==> config.mk <==
export PLATFORM = sky130hd
export DESIGN_NAME = mpq_cell
export DESIGN_NICKNAME = d
export VERILOG_FILES = /design/src/rtl/core/mpq_pkg.sv /design/src/rtl/core/mpq_cell.sv
export SDC_FILE = /design/constraint.sdc
export NUM_CORES = 1
export LEC_CHECK = 0
export BUFFER_PORTS_ARGS = -buffer_cell sky130_fd_sc_hd__buf_2
export CAP_MARGIN = 0
export CORE_UTILIZATION = 44
export CTS_BUF_LIST = sky130_fd_sc_hd__clkbuf_8
export CTS_CLUSTER_DIAMETER = 120
export DETAILED_ROUTE_END_ITERATION = 10
export GPL_TIMING_DRIVEN = 0
export PLACE_DENSITY = 0.84
export SLEW_MARGIN = 10
export SYNTH_ARGS = -nofsm -noshare
export SYNTH_HDL_FRONTEND = slang
export SYNTH_SLANG_ARGS = --single-unit
==> constraint.sdc <==
create_clock -name clk -period 4.03 [get_ports clk]
set_clock_uncertainty 0.05 [all_clocks]
set_input_delay 0.2015 -clock clk [delete_from_list [all_inputs] [get_ports clk]]
set_output_delay 0.2015 -clock clk [all_outputs]
set_load 0.05 [all_outputs]
==> src/rtl/core/mpq_pkg.sv <==
// Shared types and codes for the min priority queue.
// Holds the key and occupancy types, operation and status codes, the per-cell
// command and the bus that links neighbor cells. No dependencies.
`default_nettype none

package mpq_pkg;

  localparam int KEY_W = 32;
  localparam int OCC_W = 7;

  typedef logic signed [KEY_W-1:0] key_t;
  typedef logic [OCC_W-1:0]        occ_t;
  typedef logic [1:0]              action_t;
  typedef logic [1:0]              status_t;

  localparam action_t ACT_INSERT  = 2'd0;
  localparam action_t ACT_EXTRACT = 2'd1;
  localparam action_t ACT_DELETE  = 2'd2;

  localparam status_t STS_OK       = 2'd0;
  localparam status_t STS_EMPTY    = 2'd1;
  localparam status_t STS_FULL     = 2'd2;
  localparam status_t STS_NOTFOUND = 2'd3;

  // Command broadcast to every cell in the apply cycle
  typedef enum logic [1:0] {
    CMD_HOLD = 2'd0,
    CMD_INS  = 2'd1,
    CMD_SHL  = 2'd2,
    CMD_DEL  = 2'd3
  } cmd_t;

  typedef struct packed {
    logic cap;   // capture compare flags against the probe key
    cmd_t cmd;
  } cell_ctl_t;

  // What a cell shows its neighbors
  typedef struct packed {
    logic vld;
    logic gt;    // empty, or key above the probe
    logic ge;    // holds a key at or above the probe
    key_t key;
  } cell_bus_t;

endpackage

`default_nettype wire

==> src/rtl/core/mpq_cell.sv <==
// One cell of the sorted queue chain: a key, its valid bit and compare flags.
// Depends on mpq_pkg for the control and neighbor bus types.
`default_nettype none

module mpq_cell (
  input  wire logic              clk,
  input  wire logic              rst_n,
  input  wire mpq_pkg::cell_ctl_t ctl_i,
  input  wire mpq_pkg::key_t     probe_key_i,
  input  wire mpq_pkg::key_t     ins_key_i,
  input  wire mpq_pkg::cell_bus_t left_i,
  input  wire mpq_pkg::cell_bus_t right_i,
  output mpq_pkg::cell_bus_t     self_o,
  output logic                   eq_o
);

  logic          vld_r;
  logic          vld_nxt;
  mpq_pkg::key_t key_r;
  mpq_pkg::key_t key_nxt;
  logic          gt_r;
  logic          ge_r;
  logic          eq_r;

  always_comb begin
    vld_nxt = vld_r;
    key_nxt = key_r;
    case (ctl_i.cmd)
      mpq_pkg::CMD_INS: begin
        // ripple right of the insertion point, take the new key at it
        if (left_i.gt) begin
          vld_nxt = left_i.vld;
          key_nxt = left_i.key;
        end else if (gt_r) begin
          vld_nxt = 1'b1;
          key_nxt = ins_key_i;
        end
      end
      mpq_pkg::CMD_SHL: begin
        vld_nxt = right_i.vld;
        key_nxt = right_i.key;
      end
      mpq_pkg::CMD_DEL: begin
        if (ge_r) begin
          vld_nxt = right_i.vld;
          key_nxt = right_i.key;
        end
      end
      default: begin
        vld_nxt = vld_r;
        key_nxt = key_r;
      end
    endcase
  end

  always_ff @(posedge clk) begin
    if (!rst_n) begin
      vld_r <= 1'b0;
    end else begin
      vld_r <= vld_nxt;
    end
  end

  always_ff @(posedge clk) begin
    key_r <= key_nxt;
    if (ctl_i.cap) begin
      gt_r <= !vld_r || (key_r > probe_key_i);
      ge_r <= vld_r && (key_r >= probe_key_i);
      eq_r <= vld_r && (key_r == probe_key_i);
    end
  end

  assign self_o.vld = vld_r;
  assign self_o.gt  = gt_r;
  assign self_o.ge  = ge_r;
  assign self_o.key = key_r;
  assign eq_o       = eq_r;

endmodule

`default_nettype wire

==> flow_metrics.env <==
export IMPL_outcome="finished clean"
export IMPL_viasPerCell=5.08
export IMPL_powerDensity_nw_per_um2=316
export IMPL_total_power_mw=1.20
export IMPL_pin_count=175
export IMPL_rsz0062_at_grt="no"
export IMPL_ctsHoldBuffers=0
export IMPL_hpwl_um=6340
export IMPL_firstDrtPassIters=4
export IMPL_drtIter0Drc=88
export IMPL_cts_tree="done"
export IMPL_nNetsFinal=639
export IMPL_netlist_area_um2=2760
export IMPL_crit_fanout=3
export IMPL_setup_viol=0
export IMPL_final_hold_violation_count=0
export IMPL_antenna_found_initial=0
export IMPL_numPortBuffers=170
export IMPL_rows=28
export IMPL_cp_data_arrival_time_ns=2.24
export IMPL_cp_end_kind="register"
export IMPL_min_period_over_period=0.546
export IMPL_power_leakage_nw=2.02
export IMPL_gp_congestion=0.848
export IMPL_die_area_um2=6580
export IMPL_die_x_um=81.1
export IMPL_grt_max_degree=27
export IMPL_cts_buffer_depth=2
export IMPL_critical_path_class="reg -> reg"
export IMPL_start_kind="register"
export IMPL_fin_ws_ns=1.83
export IMPL_ys_ff_latch=36
export IMPL_tightest_slew_ns=0.472
export IMPL_antenna_cells=0
export IMPL_cts_made_buffers=5
export IMPL_ys_seq_area_frac=0.389
export IMPL_htree_levels=2
export IMPL_totalWireLength_um=7500
export IMPL_required_ns=4.07
export IMPL_peakVddDrop_uv=204
export IMPL_numClockSinks=36
export IMPL_relSlewSlack=0.685
export IMPL_core_region_area_um2=5990
export IMPL_synth_nets=461
export IMPL_synth_edf_count=35
export IMPL_clockRootBuffer="clkbuf_8"
export IMPL_initial_core_util=0.460
export IMPL_min_period_ns=2.20
export IMPL_drcViolationCount=0
export IMPL_drive_gt1_frac=0.409
export IMPL_gr_total_overflow=0
export IMPL_hp_class="in -> reg"
export IMPL_place_ws_ns=1.85
export IMPL_track_usage=0.229
export IMPL_clk_pin_slew_ns=0.07
export IMPL_tns_ns=0
export IMPL_cap_violations=0
export IMPL_synth_warnings=0
export IMPL_synth_top_flop_cell="edfxtp_1"
export IMPL_routedWlPerCell_um=13.9
export IMPL_vias=2745
export IMPL_postSynthCellCount=287
export IMPL_cts_resized_gates=0
export IMPL_grt_pass1_vias=2647
export IMPL_dieHeight_um=81.1
export IMPL_grt_first_pass_wirelength_um=11600
export IMPL_async_reset_ff_frac=0
export IMPL_holdWs_ns=0.0906
export IMPL_synthToLayoutAreaGrowth_pct=38.2
export IMPL_synth_avg_cell_area_um2=9.60
export IMPL_insertion_delay_ns=0.27
export IMPL_drtAntennaViolNets=0
export IMPL_slew_violations=0
export IMPL_post_cts_repair_setup_buffers=0
export IMPL_synth_cell_types=36
export IMPL_fmax_mhz=454
## cell families after synthesis
group           count (synthesis)  synth area share
simple gates                   63             0.111
buf+inv                        52            0.0767
flops                          36             0.389
compound gates                 68             0.144
fa+ha+maj                      35             0.159
mux                            33             0.120
## sequential cells by signal, summed over array words and instances, names as in the netlist
signal / flops
key_r: 32
eq_o: 1
ge_r: 1
gt_r: 1
vld_r: 1
## metrics by stage
stage | utilization | instances | instance area [um2]
detailed placement | 0.623 | 533 | 3730
global placement | 0.618 | 532 | 3700
finish | 0.636 | 540 | 3810
floorplan | - | 287 | 2760
CTS | 0.636 | 540 | 3810
global route | 0.636 | 540 | 3810
## Yosys cell counts (2+ instances only)
| library cell | instances | area share |
|---|---|---|
| a211oi_1 | 2 | 0.0054 |
| a21o_1 | 2 | 0.0054 |
| a21oi_1 | 17 | 0.031 |
| a311oi_1 | 2 | 0.0064 |
| and4_1 | 4 | 0.013 |
| buf_2 | 3 | 0.0054 |
| buf_4 | 3 | 0.0082 |
| clkbuf_1 | 8 | 0.011 |
| edfxtp_1 | 35 | 0.38 |
| ha_1 | 35 | 0.16 |
| inv_1 | 37 | 0.050 |
| mux2i_1 | 32 | 0.12 |
| nand2_1 | 38 | 0.052 |
| nand3_1 | 4 | 0.0073 |
| nand4_1 | 3 | 0.0068 |
| nand4_2 | 2 | 0.0091 |
| nor2_1 | 6 | 0.0082 |
| nor2b_1 | 2 | 0.0045 |
| o21ai_0 | 35 | 0.064 |
## layer usage
| layer | GRT usage | vias up | part of all wire |
|---|---|---|---|
| met2 | 0.416 | 94 | 0.52 |
| li1 | - | 1379 | - |
| met5 | 0 | - | 0 |
| met4 | 0.0893 | 0 | 0.017 |
| met1 | 0.269 | 1260 | 0.42 |
| met3 | 0.0337 | 12 | 0.040 |
## path summary, 6_finish.rpt
check	startpoint	endpoint	slack (ns)	cells after the start
max	key_r[14]$_DFFE_PP_	ge_r$_DFFE_PP_	1.83	6
min	rst_n	vld_r$_SDFFE_PN0P_	0.09	2
max reg2reg	key_r[14]$_DFFE_PP_	ge_r$_DFFE_PP_	1.83	6
min reg2reg	vld_r$_SDFFE_PN0P_	ge_r$_DFFE_PP_	0.64	2
## worst max-delay path, cell delays in order, from the launching register on
cell and delay (ns):
edfxtp_1 0.41, ha_1 0.35, nand4_2 0.16, nor4_2 0.34, nand4_1 0.20, o21a_1 0.23, a311oi_1 0.28
## where the power goes
| part | internal (mW) | switching, mW | total (mW) |
|---|---|---|---|
| logic | 0.168 | 0.309 | 0.477 |
| clock network | 0.114 | 0.121 | 0.235 |
| registers | 0.467 | 0.0228 | 0.490 |
| total | 0.749 | 0.452 | 1.20 |
## final cells by class
class	count	area (um2)
fillers	527	2180
multi-input cells	199	1480
flip-flops and latches	36	1070
repair buffers	171	871
inverters	37	139
well taps	75	93.8
plain buffers	15	72.6
clock buffers	5	68.8
clock inverters	2	7.51
## cell usage in the layout (no fill, tap or decap), drive strengths merged
cell type	n
nor4	1
edfxtp	35
a21boi	2
a221o	1
o21ai	35
o21a	1
dfxtp	1
nand2	38
a41o	1
o211ai	1
buf	177
o2bb2ai	1
inv	37
nand4	5
a211oi	2
a21o	2
and3	1
clkbuf	14
nor2	6
nand3	4
ha	35
clkinv	2
mux2	1
o31ai	1
nor3	1
or2	1
a21oi	17
a311o	1
and4	4
nor2b	2
mux2i	32
a2bb2oi	1
a311oi	2
Note: power is estimated with default switching activity, not from simulation.
